$ cat src/scmi_pkg.sv
// Shared types, widths and constants of the smoothed camera motion integrator.
package scmi_pkg;

  localparam int FRAC_BITS = 8;
  localparam int UNIT      = 1 << FRAC_BITS;

  localparam int STATE_W  = 24;
  localparam int AXIS_W   = 10;
  localparam int GAIN_W   = 16;
  localparam int ACCEL_W  = 17;
  localparam int STEP_W   = 16;
  localparam int NUM_AXES = 5;
  localparam int NUM_POS  = 3;
  localparam int NUM_ANG  = 2;

  localparam int POS_W = 15;
  localparam int ANG_W = 17;
  localparam int FOV_W = 15;

  localparam int IN_DATA_W  = 72;
  localparam int OUT_DATA_W = 96;

  localparam int CFG_IDX_W  = 3;
  localparam int CFG_DATA_W = 17;

  // gain is Q8.8, accel_factor Q1.16
  localparam int GAIN_SHIFT     = 8;
  localparam int ACCEL_SHIFT    = 16;
  localparam int FOV_STEP_SHIFT = 2;

  localparam logic [ACCEL_W-1:0] ACCEL_ONE = ACCEL_W'(65536);

  localparam logic [ACCEL_W-1:0] ACCEL_RST     = ACCEL_W'(6554);
  localparam logic [GAIN_W-1:0]  FAST_POS_RST  = GAIN_W'(512);
  localparam logic [GAIN_W-1:0]  NORM_POS_RST  = GAIN_W'(256);
  localparam logic [GAIN_W-1:0]  FAST_ROT_RST  = GAIN_W'(512);
  localparam logic [GAIN_W-1:0]  NORM_ROT_RST  = GAIN_W'(256);

  localparam int POS_LIMIT   = 50 * UNIT;
  localparam int ANG_LIMIT   = 180 * UNIT;
  localparam int FOV_DEFAULT = 75 * UNIT;
  localparam int FOV_MIN     = 5 * UNIT;
  localparam int FOV_MAX     = 90 * UNIT;
  localparam int FOV_FLOOR   = -256 * UNIT;
  localparam int FOV_RESTORE = -90 * UNIT;

  typedef enum logic {
    CMD_UPDATE = 1'b0,
    CMD_TICK   = 1'b1
  } cmd_t;

  typedef enum logic [CFG_IDX_W-1:0] {
    REG_ACCEL         = 3'd0,
    REG_FAST_POS_GAIN = 3'd1,
    REG_NORM_POS_GAIN = 3'd2,
    REG_FAST_ROT_GAIN = 3'd3,
    REG_NORM_ROT_GAIN = 3'd4
  } cfg_reg_t;

  typedef logic signed [STATE_W-1:0] state_t;

  typedef struct packed {
    logic upd;
    logic tick;
  } ctrl_t;

  typedef struct packed {
    logic [ACCEL_W-1:0] accel;
    logic [GAIN_W-1:0]  fast_pos_gain;
    logic [GAIN_W-1:0]  norm_pos_gain;
    logic [GAIN_W-1:0]  fast_rot_gain;
    logic [GAIN_W-1:0]  norm_rot_gain;
  } cfg_t;

  // x sits in the lowest bits
  typedef struct packed {
    logic        [FOV_W-1:0] fov;
    logic signed [ANG_W-1:0] tilt;
    logic signed [ANG_W-1:0] pan;
    logic signed [POS_W-1:0] z;
    logic signed [POS_W-1:0] y;
    logic signed [POS_W-1:0] x;
  } pose_t;

endpackage

$ cat src/scmi_axis.sv
// One motion axis: velocity target from stick times gain, and smoothed velocity.
module scmi_axis import scmi_pkg::*; (
  input  logic                     clk,
  input  logic                     rst_n,
  input  ctrl_t                    ctrl,
  input  logic signed [AXIS_W-1:0] axis_val,
  input  logic [GAIN_W-1:0]        gain,
  input  logic [ACCEL_W-1:0]       accel,
  output state_t                   vel_nxt
);

  localparam int PROD_W = AXIS_W + GAIN_W + 1;
  localparam int DIFF_W = STATE_W + 1;
  localparam int MIX_W  = DIFF_W + ACCEL_W + 1;

  state_t                    tgt_r;
  state_t                    vel_r;
  state_t                    tgt_nxt;
  logic signed [PROD_W-1:0]  prod;
  logic signed [PROD_W-1:0]  prod_rnd;
  logic signed [DIFF_W-1:0]  diff;
  logic signed [MIX_W-1:0]   mix;
  logic signed [MIX_W-1:0]   mix_rnd;

  // |target| stays below 2^18, so the cut to 24 bits never loses anything
  assign prod     = PROD_W'(axis_val) * $signed({1'b0, gain});
  assign prod_rnd = prod + PROD_W'(1 << (GAIN_SHIFT - 1));
  assign tgt_nxt  = STATE_W'(prod_rnd >>> GAIN_SHIFT);

  // v*(1-a) + t*a == v + (t-v)*a
  assign diff    = DIFF_W'(tgt_r) - DIFF_W'(vel_r);
  assign mix     = MIX_W'(diff) * $signed({1'b0, accel});
  assign mix_rnd = mix + MIX_W'(1 << (ACCEL_SHIFT - 1));
  assign vel_nxt = vel_r + STATE_W'(mix_rnd >>> ACCEL_SHIFT);

  always_ff @(posedge clk) begin
    if (!rst_n) begin
      tgt_r <= '0;
      vel_r <= '0;
    end else begin
      if (ctrl.upd) begin
        tgt_r <= tgt_nxt;
      end
      if (ctrl.tick) begin
        vel_r <= vel_nxt;
      end
    end
  end

endmodule

$ cat config.mk
export PLATFORM = sky130hd
export DESIGN_NAME = scmi_axis
export DESIGN_NICKNAME = d
export VERILOG_FILES = /design/src/scmi_pkg.sv /design/src/scmi_axis.sv
export SDC_FILE = /design/constraint.sdc
export NUM_CORES = 2
export LEC_CHECK = 0
export BUFFER_PORTS_ARGS = -buffer_cell sky130_fd_sc_hd__buf_2
export CORE_MARGIN = 10
export CORE_UTILIZATION = 45
export DETAILED_ROUTE_END_ITERATION = 10
export SYNTH_ARGS = -nofsm -noshare
export SYNTH_HDL_FRONTEND = slang
export SYNTH_SLANG_ARGS = --single-unit
$ cat constraint.sdc
create_clock -name clk -period 43.2 [get_ports clk]
set_input_delay 12.96 -clock clk [delete_from_list [all_inputs] [get_ports clk]]
set_output_delay 12.96 -clock clk [all_outputs]
set_load 0.01 [all_outputs]
==> impl_metrics.yaml <==
status:
  status: "finished clean"
layout:
  nFillCells: 4974
  antenna_cells: 0
  fin_nets: 3429
  regArea_sq_um: 861
  area_growth_pct: 5.24
  multiInputGateArea_sq_um: 19900
  final_cell_mix: "inv_1, fa_1, and2_1"
  mostFrequentLayoutCell: "inv_1"
  post_layout_nonfiller_instances: 3314
  drive_gt1_share_pct: 4.82
clocking:
  cts-resized-gates: 0
  cts_tree: "yes"
  cts_buffers: 5
  ctsHoldBuffers: 0
  clock_path_buffers: 2
  cts_sinks: 43
  clkTransAtPathRegs_ns: 0.06
  h-tree-depth: 2
  postCtsSetupRepairBufs: 0
  cts_root_buffer: "clkbuf_16"
  clk_latency_ns: 0.29
critical_path:
  cp.required_ns: 30.24
  cp_num_buf_inv: 6
  worst_setup_path_start_kind: "input pin"
  r2r_cells: 44
  crit_slowest_cell: "fa_1"
  crit_fanout: 25
  crit_top_cell: "fa_1"
  timing.rr.start: "vel_r[1]"
  regToRegSetupSlack_ns: 31.86
  path_delay_family: "adder cells"
  cp-end-kind: "primary output"
  crit_arrival_ns: 21.76
  crit_path_max_incr_delay_ns: 0.54
  worst-setup-path-type: "in -> out"
  reg2reg_to: "vel_r[23]"
logic_synthesis:
  syn_area_sq_um: 23300
  synth-async-reset-ratio_pct: 0
  synth-warning-count: 0
  synth_edf_count: 0
  yosysSeqAreaShare_pct: 3.69
  syn-num-nets: 3437
  synth-main-ff-cell: "dfxtp_1"
  syn_avg_cell_area_sq_um: 8.84
  ys_seq_elements: 43
  ys_top_cells_by_area: "fa_1, ha_1, inv_1"
  synth_top_area_share_pct: 43.6
  yosysUniqueCellTypes: 69
  postSynthCellCount: 2641
  synth_top_cell_by_area: "fa_1"
min_path:
  holdPathStages: 2
  hp-class: "reg -> reg"
  hold_end: "tgt_r[10]"
  min_from: "tgt_r[10]"
timing:
  finalMaxSlewViolations: 0
  rsz0062_at_grt: "false"
  hold_violations: 0
  finalSetupViolations: 0
  finalCritPeriodShare_pct: 80.4
  slew_headroom_pct: 19.8
  tightest_slew_ns: 1.20
  timing.fmax_ghz: 0.0288
  fin_crit_ns: 34.72
  fin_skew_ns: 0.00974
  setup_tns_ns: 0
run:
  drv_cap: 0
routing:
  vias: 17000
  m1WireLength_mm: 26.3
  viasPerCell: 5.14
  wl_per_cell_um: 17.8
  wl_mm: 58.9
  highest_layer: "met4"
  dr_wl_met2_mm: 28.4
  drc: 0
  drt.antenna.violating_nets: 0
  drtIter0Drc: 760
  wl_met3_mm: 3.36
  first_pass_iters: 6
floorplan:
  die_height_um: 248
  start_util_pct: 45.5
  dieArea_sq_um: 61400
  fp.dieW_um: 248
  core_sq_um: 51300
  rows: 83
  io_pins: 71
placement:
  port_buffers: 70
  placed_cells: 3306
  gp_congestion: 0.869
  dp_hpwl_mm: 48.8
grt:
  grt_usage_pct: 20.4
  grt_pass1_wl_mm: 100
  grt_max_degree: 38
  antenna_found_initial: 0
  grt_pass1_vias: 18900
  overflow: 0
## area by class of cell
type / instances / area share, %
multi-input combinational: 1881 / 81.1
inverter: 621 / 9.49
sequential: 43 / 3.50
tap: 680 / 3.46
timing repair buffer: 81 / 1.76
clock buffer: 5 / 0.509
clock inverter: 3 / 0.188
## tightest hold or removal path, stage by stage, from the launching register on
cell and delay [ns]:
dfxtp_1 0.32, nand2_1 0.07, a21oi_1 0.05
## per-layer routing
metal,up-vias,global-route usage (%)
met5,-,0
met4,0,3.28
met3,45,3.11
met2,391,34.7
met1,8725,27.7
li1,7883,-
## Yosys cell counts, types with 3 or more instances
| master | number |
|---|---|
| a2111oi_0 | 5 |
| a211o_1 | 5 |
| a211oi_1 | 5 |
| a21boi_0 | 3 |
| a21o_1 | 24 |
| a21oi_1 | 63 |
| a221o_1 | 3 |
| a22oi_1 | 3 |
| a31o_2 | 3 |
| and2_1 | 291 |
| and3_1 | 11 |
| buf_1 | 5 |
| clkbuf_1 | 89 |
| dfxtp_1 | 43 |
| fa_1 | 508 |
| ha_1 | 241 |
| inv_1 | 621 |
| mux2i_1 | 26 |
| nand2_1 | 274 |
| nand2b_1 | 27 |
| nand3_1 | 22 |
| nand4_1 | 7 |
| nor2_1 | 82 |
| nor2b_1 | 37 |
| nor3_1 | 24 |
| o211ai_1 | 4 |
| o21a_1 | 16 |
| o21ai_0 | 39 |
| o21ai_1 | 6 |
| o21bai_1 | 14 |
| o31ai_1 | 3 |
| or2_2 | 3 |
| xnor2_1 | 67 |
| xor2_1 | 22 |
## worst max-delay path by stage
stage / startpoint / end / slack, ns / cells after the start
after floorplan: accel[10] / vel_nxt[23] / 9.43 / 34
after global placement: accel[9] / vel_nxt[23] / 8.75 / 34
after detailed placement: accel[9] / vel_nxt[23] / 8.59 / 34
after CTS: accel[6] / vel_nxt[23] / 8.59 / 34
after global routing: accel[9] / vel_nxt[23] / 7.81 / 34
final: accel[9] / vel_nxt[23] / 8.48 / 34
## metrics by stage
step	setup slack [ns]	cell area (sq um)	util (%)	hold WS (ns)
detailed placement	8.59	24400	47.5	0.486
floorplan	9.43	23300	-	0.445
CTS	8.59	24600	47.9	0.499
finish	8.48	24600	47.9	0.493
global placement	8.75	24400	47.5	0.477
global route	7.81	24600	47.9	0.520
## logic make-up (layout without fill, tap and decap cells)
logic type | count (synthesis) | count (layout) | synth area share (%)
simple gates | 792 | 792 | 17.3
flops | 43 | 43 | 3.69
buf+inv | 717 | 710 | 11.5
compound gates | 223 | 223 | 6.43
mux | 27 | 27 | 1.16
fa+ha+maj | 749 | 749 | 56.5
xor+xnor | 90 | 90 | 3.44
## registers in the layout, summed over array words and instances (netlist names)
| signal | cells |
|---|---|
| tgt_r | 19 |
| vel_r | 24 |
Power is left out: the tool's default activity adds up to more than one toggle a clock period on the data nets, which glitch-free logic cannot reach.
