<file path="src/scmi_pkg.sv">
// Shared types, widths and constants of the smoothed camera motion integrator.
package scmi_pkg;

  localparam int FRAC_BITS = 8;
  localparam int UNIT      = 1 << FRAC_BITS;

  localparam int STATE_W  = 24;
  localparam int AXIS_W   = 10;
  localparam int GAIN_W   = 16;
  localparam int ACCEL_W  = 17;
  localparam int STEP_W   = 16;
  localparam int NUM_AXES = 5;
  localparam int NUM_POS  = 3;
  localparam int NUM_ANG  = 2;

  localparam int POS_W = 15;
  localparam int ANG_W = 17;
  localparam int FOV_W = 15;

  localparam int IN_DATA_W  = 72;
  localparam int OUT_DATA_W = 96;

  localparam int CFG_IDX_W  = 3;
  localparam int CFG_DATA_W = 17;

  // gain is Q8.8, accel_factor Q1.16
  localparam int GAIN_SHIFT     = 8;
  localparam int ACCEL_SHIFT    = 16;
  localparam int FOV_STEP_SHIFT = 2;

  localparam logic [ACCEL_W-1:0] ACCEL_ONE = ACCEL_W'(65536);

  localparam logic [ACCEL_W-1:0] ACCEL_RST     = ACCEL_W'(6554);
  localparam logic [GAIN_W-1:0]  FAST_POS_RST  = GAIN_W'(512);
  localparam logic [GAIN_W-1:0]  NORM_POS_RST  = GAIN_W'(256);
  localparam logic [GAIN_W-1:0]  FAST_ROT_RST  = GAIN_W'(512);
  localparam logic [GAIN_W-1:0]  NORM_ROT_RST  = GAIN_W'(256);

  localparam int POS_LIMIT   = 50 * UNIT;
  localparam int ANG_LIMIT   = 180 * UNIT;
  localparam int FOV_DEFAULT = 75 * UNIT;
  localparam int FOV_MIN     = 5 * UNIT;
  localparam int FOV_MAX     = 90 * UNIT;
  localparam int FOV_FLOOR   = -256 * UNIT;
  localparam int FOV_RESTORE = -90 * UNIT;

  typedef enum logic {
    CMD_UPDATE = 1'b0,
    CMD_TICK   = 1'b1
  } cmd_t;

  typedef enum logic [CFG_IDX_W-1:0] {
    REG_ACCEL         = 3'd0,
    REG_FAST_POS_GAIN = 3'd1,
    REG_NORM_POS_GAIN = 3'd2,
    REG_FAST_ROT_GAIN = 3'd3,
    REG_NORM_ROT_GAIN = 3'd4
  } cfg_reg_t;

  typedef logic signed [STATE_W-1:0] state_t;

  typedef struct packed {
    logic upd;
    logic tick;
  } ctrl_t;

  typedef struct packed {
    logic [ACCEL_W-1:0] accel;
    logic [GAIN_W-1:0]  fast_pos_gain;
    logic [GAIN_W-1:0]  norm_pos_gain;
    logic [GAIN_W-1:0]  fast_rot_gain;
    logic [GAIN_W-1:0]  norm_rot_gain;
  } cfg_t;

  // x sits in the lowest bits
  typedef struct packed {
    logic        [FOV_W-1:0] fov;
    logic signed [ANG_W-1:0] tilt;
    logic signed [ANG_W-1:0] pan;
    logic signed [POS_W-1:0] z;
    logic signed [POS_W-1:0] y;
    logic signed [POS_W-1:0] x;
  } pose_t;

endpackage

</file>
<file path="src/scmi_cfg_regs.sv">
// Configuration register file: accel factor and the four gains.
module scmi_cfg_regs import scmi_pkg::*; (
  input  logic                  clk,
  input  logic                  rst_n,
  input  logic                  wr_en,
  input  logic [CFG_IDX_W-1:0]  wr_index,
  input  logic [CFG_DATA_W-1:0] wr_data,
  output cfg_t                  cfg
);

  logic [ACCEL_W-1:0] accel_r;
  logic [GAIN_W-1:0]  fast_pos_r;
  logic [GAIN_W-1:0]  norm_pos_r;
  logic [GAIN_W-1:0]  fast_rot_r;
  logic [GAIN_W-1:0]  norm_rot_r;

  always_ff @(posedge clk) begin
    if (!rst_n) begin
      accel_r    <= ACCEL_RST;
      fast_pos_r <= FAST_POS_RST;
      norm_pos_r <= NORM_POS_RST;
      fast_rot_r <= FAST_ROT_RST;
      norm_rot_r <= NORM_ROT_RST;
    end else if (wr_en) begin
      unique case (cfg_reg_t'(wr_index))
        REG_ACCEL:         accel_r    <= wr_data[ACCEL_W-1:0];
        REG_FAST_POS_GAIN: fast_pos_r <= wr_data[GAIN_W-1:0];
        REG_NORM_POS_GAIN: norm_pos_r <= wr_data[GAIN_W-1:0];
        REG_FAST_ROT_GAIN: fast_rot_r <= wr_data[GAIN_W-1:0];
        REG_NORM_ROT_GAIN: norm_rot_r <= wr_data[GAIN_W-1:0];
        default: ;
      endcase
    end
  end

  // factor above one acts as one
  assign cfg.accel         = (accel_r > ACCEL_ONE) ? ACCEL_ONE : accel_r;
  assign cfg.fast_pos_gain = fast_pos_r;
  assign cfg.norm_pos_gain = norm_pos_r;
  assign cfg.fast_rot_gain = fast_rot_r;
  assign cfg.norm_rot_gain = norm_rot_r;

endmodule

</file>
<file path="config.mk">
export PLATFORM = sky130hd
export DESIGN_NAME = scmi_cfg_regs
export DESIGN_NICKNAME = d
export VERILOG_FILES = /design/src/scmi_pkg.sv /design/src/scmi_cfg_regs.sv
export SDC_FILE = /design/constraint.sdc
export NUM_CORES = 1
export LEC_CHECK = 0
export ABC_AREA = 1
export BUFFER_PORTS_ARGS = -buffer_cell sky130_fd_sc_hd__buf_2
export CAP_MARGIN = 20
export CELL_PAD_IN_SITES_DETAIL_PLACEMENT = 1
export CELL_PAD_IN_SITES_GLOBAL_PLACEMENT = 1
export CORE_MARGIN = 8
export CORE_UTILIZATION = 37
export DETAILED_ROUTE_END_ITERATION = 6
export GPL_ROUTABILITY_DRIVEN = 0
export GPL_TIMING_DRIVEN = 0
export HOLD_SLACK_MARGIN = 0.05
export PLACE_DENSITY = 0.84
export SYNTH_ARGS = -nofsm -noshare
export SYNTH_HDL_FRONTEND = slang
export SYNTH_SLANG_ARGS = --single-unit
</file>
<file path="constraint.sdc">
create_clock -name clk -period 2.46 [get_ports clk]
set_input_delay 0.492 -clock clk [delete_from_list [all_inputs] [get_ports clk]]
set_output_delay 0.492 -clock clk [all_outputs]
set_load 0.01 [all_outputs]
</file>
==> run_results.csv <==
group,metric,value,unit
outcome,status,"finished clean",
yosys,syn_avg_cell_area,7.63,um^2
cells_and_area,num-fill-cells,1078,
global_routing,gr-total-overflow,0,
clock_tree,clock_latency,0.34,ns
yosys,synthMuxAreaShare,0,%
clock_tree,h-tree-depth,3,
drt,wl,10.0,mm
sta,fin_worst_skew,0,ns
power_and_ir_drop,p_leak,1.77,nW
place,io_buffers,103,
drt,drc,0,
sta,setup_slack,0.281,ns
critical_path,timing.rr.start,"accel_r[16]",
yosys,synth_cells,395,
yosys,ys_seq_area_share,53.8,%
drt,drt_iter0_drc,129,
global_routing,grt_pass1_vias,3227,
cells_and_area,stdcell_area,3860,um^2
clock_tree,cts_setup_buffers,0,
yosys,synth_compound_area_share,17.5,%
clock_tree,path_clk_slew,0.08,ns
critical_path,r2r-end,"accel_r[16]",
sta,period_share,88.6,%
global_routing,antenna_found_initial,0,
critical_path,startpoint,"accel_r[14]",
critical_path,crit_end,"cfg[73]",
yosys,yosysWarnings,0,
clock_tree,hold_buffers,0,
sta,slew_viol_final,0,
cells_and_area,nets,532,
floorplan,design.die.area,11300,um^2
place,dpl-instance-area,3660,um^2
sta,max_freq,459,MHz
sta,rsz0062_at_grt,"false",
clock_tree,clockRootBuffer,"clkbuf_8",
sta,whs,0.394,ns
floorplan,die_y,106,um
clock_tree,cts_sinks,81,
sta,worstMarginPinSlew,0.549,ns
yosys,synth_top_family_by_area,"simple AND/OR/NAND/NOR gates",
power_and_ir_drop,power_density,675,nW/um^2
power_and_ir_drop,total_power,2.60,mW
yosys,synth-xor-area-share,0,%
yosys,synth_top_area_share,53.8,%
sta,period_needed,2.18,ns
sta,slew_headroom,63.4,%
global_routing,grt_start_max_net_pins,14,
job,max_cap_viol_count,0,
place,dp_hpwl,7.90,mm
critical_path,required,1.97,ns
critical_path,rrSetupSlack,1.62,ns
cells_and_area,diodes,0,
floorplan,rows,33,
drt,antenna_left,0,
critical_path,crit_type,"flop to output pin",
worst_hold_path,hp-class,"input port to flop",
yosys,synth_top_cell_by_area,"dfxtp_1",
clock_tree,cts_buffers,9,
drt,dr.pass1.iters,4,
cells_and_area,drive_gt1_share,26.5,%
worst_hold_path,min_from,"wr_data[16]",
sta,setup_viol,0,
floorplan,core_area,8050,um^2
critical_path,crit_arrival,1.69,ns
yosys,synth-simple-area-share,22.0,%
drt,viasPerCell,4.86,
place,place_ws,0.626,ns
critical_path,ff2ff_path_depth,3,
yosys,synth_nets,418,
global_routing,grt_pass1_wl,16.1,mm
clock_tree,max-clock-path-buffers,2,
drt,vias,3004,
cells_and_area,fin_cells,618,
cells_and_area,syn_to_final_growth,27.9,%
sta,hold_violations,0,
floorplan,start_util,37.5,%
floorplan,ios,104,
critical_path,cp-start-kind,"flop",
clock_tree,cts_resized,0,
worst_hold_path,min_delay_path_depth,3,
global_routing,track_usage,17.7,%
drt,wl_per_cell,16.3,um
sta,fin_tns_setup,0,ns
clock_tree,tritoncts,"built",
yosys,synthTopCellsByArea,"dfxtp_1 (54%), nor2_1 (13%), o21ai_0 (8.8%)",
yosys,synth-seq-cells,81,
floorplan,fp.dieW,106,um
critical_path,end_kind,"output pin",
place,place_inst,603,
critical_path,path_max_fanout,10,
yosys,synth_cell_types,20,
cells_and_area,final_core_util,47.9,%
power_and_ir_drop,ir_worst_vdd,0.350,mV
yosys,netlist_area,3020,um^2
yosys,synthAdderAreaFrac,0,%
[power by group]
group	internal, mW	total, mW	switching, mW
Combinational	0.0931	0.265	0.172
Sequential	1.35	1.38	0.0222
Clock	0.494	0.963	0.469
Total	1.94	2.60	0.664
[cells in the mapped netlist]
| library cell | instances |
|---|---|
| nor2_1 | 104 |
| dfxtp_1 | 81 |
| o21ai_0 | 53 |
| nand2_1 | 52 |
| a21oi_1 | 40 |
| inv_1 | 19 |
| clkbuf_1 | 14 |
| o211ai_1 | 7 |
| inv_2 | 5 |
| buf_4 | 4 |
| nand3_1 | 4 |
| buf_2 | 3 |
| o21ai_1 | 2 |
| buf_6 | 1 |
| clkbuf_2 | 1 |
| nand2_2 | 1 |
| nand3_2 | 1 |
| nand3_4 | 1 |
| nand3b_2 | 1 |
| nor2_4 | 1 |
[routing by layer]
layer,GRT usage (%),wire (um),vias up
li1,-,-,1492
met1,19.4,4150,1444
met2,33.2,5320,57
met3,3.33,418,11
met4,6.33,159,0
met5,0,0,-
[worst min path at each step]
stage / to / slack [ns]
floorplan: accel_r[5] / 0.44
global placement: fast_pos_r[9] / 0.45
detailed placement: fast_pos_r[9] / 0.46
CTS: accel_r[16] / 0.39
global route: accel_r[16] / 0.41
finish: accel_r[16] / 0.39
[worst max-delay path, stage by stage, from the launching register on]
cell and delay [ns]:
dfxtp_1 0.32, nor2_1 0.12, nand2_1 0.07, nor2_1 0.10
nand2_1 0.16, clkbuf_1 0.25, a21oi_1 0.18, buf_2 0.15
[state kept, by name (all words and copies together) (netlist names)]
name	count
accel_r	17
fast_pos_r	16
fast_rot_r	16
norm_pos_r	16
norm_rot_r	16
[final cells by class]
| type | instances | area, um^2 | area share, % |
|---|---|---|---|
| timing repair buffer | 103 | 515 | 13.4 |
| clock inverter | 4 | 53.8 | 1.39 |
| inverter | 24 | 90.1 | 2.34 |
| multi-input combinational | 267 | 1190 | 30.8 |
| clock buffer | 11 | 141 | 3.67 |
| sequential | 81 | 1620 | 42.0 |
| tap | 105 | 131 | 3.41 |
| buffer | 23 | 114 | 2.95 |
[cell usage in the layout (no fill, tap or decap), types with 2 or more instances in the layout]
cell type / n
buf_2: 106
nor2_1: 104
dfxtp_1: 81
o21ai_0: 53
nand2_1: 52
a21oi_1: 40
inv_1: 19
clkbuf_1: 15
clkbuf_8: 10
o211ai_1: 7
inv_2: 5
buf_4: 4
nand3_1: 4
o21ai_1: 2
clkinvlp_4: 2
[logic make-up (layout without fill, tap and decap cells)]
logic type      Yosys count  count (layout)
simple gates            165             165
compound gates          102             102
flops                    81              81
buf+inv                  47             165
Note: power is estimated with default switching activity, not from simulation.
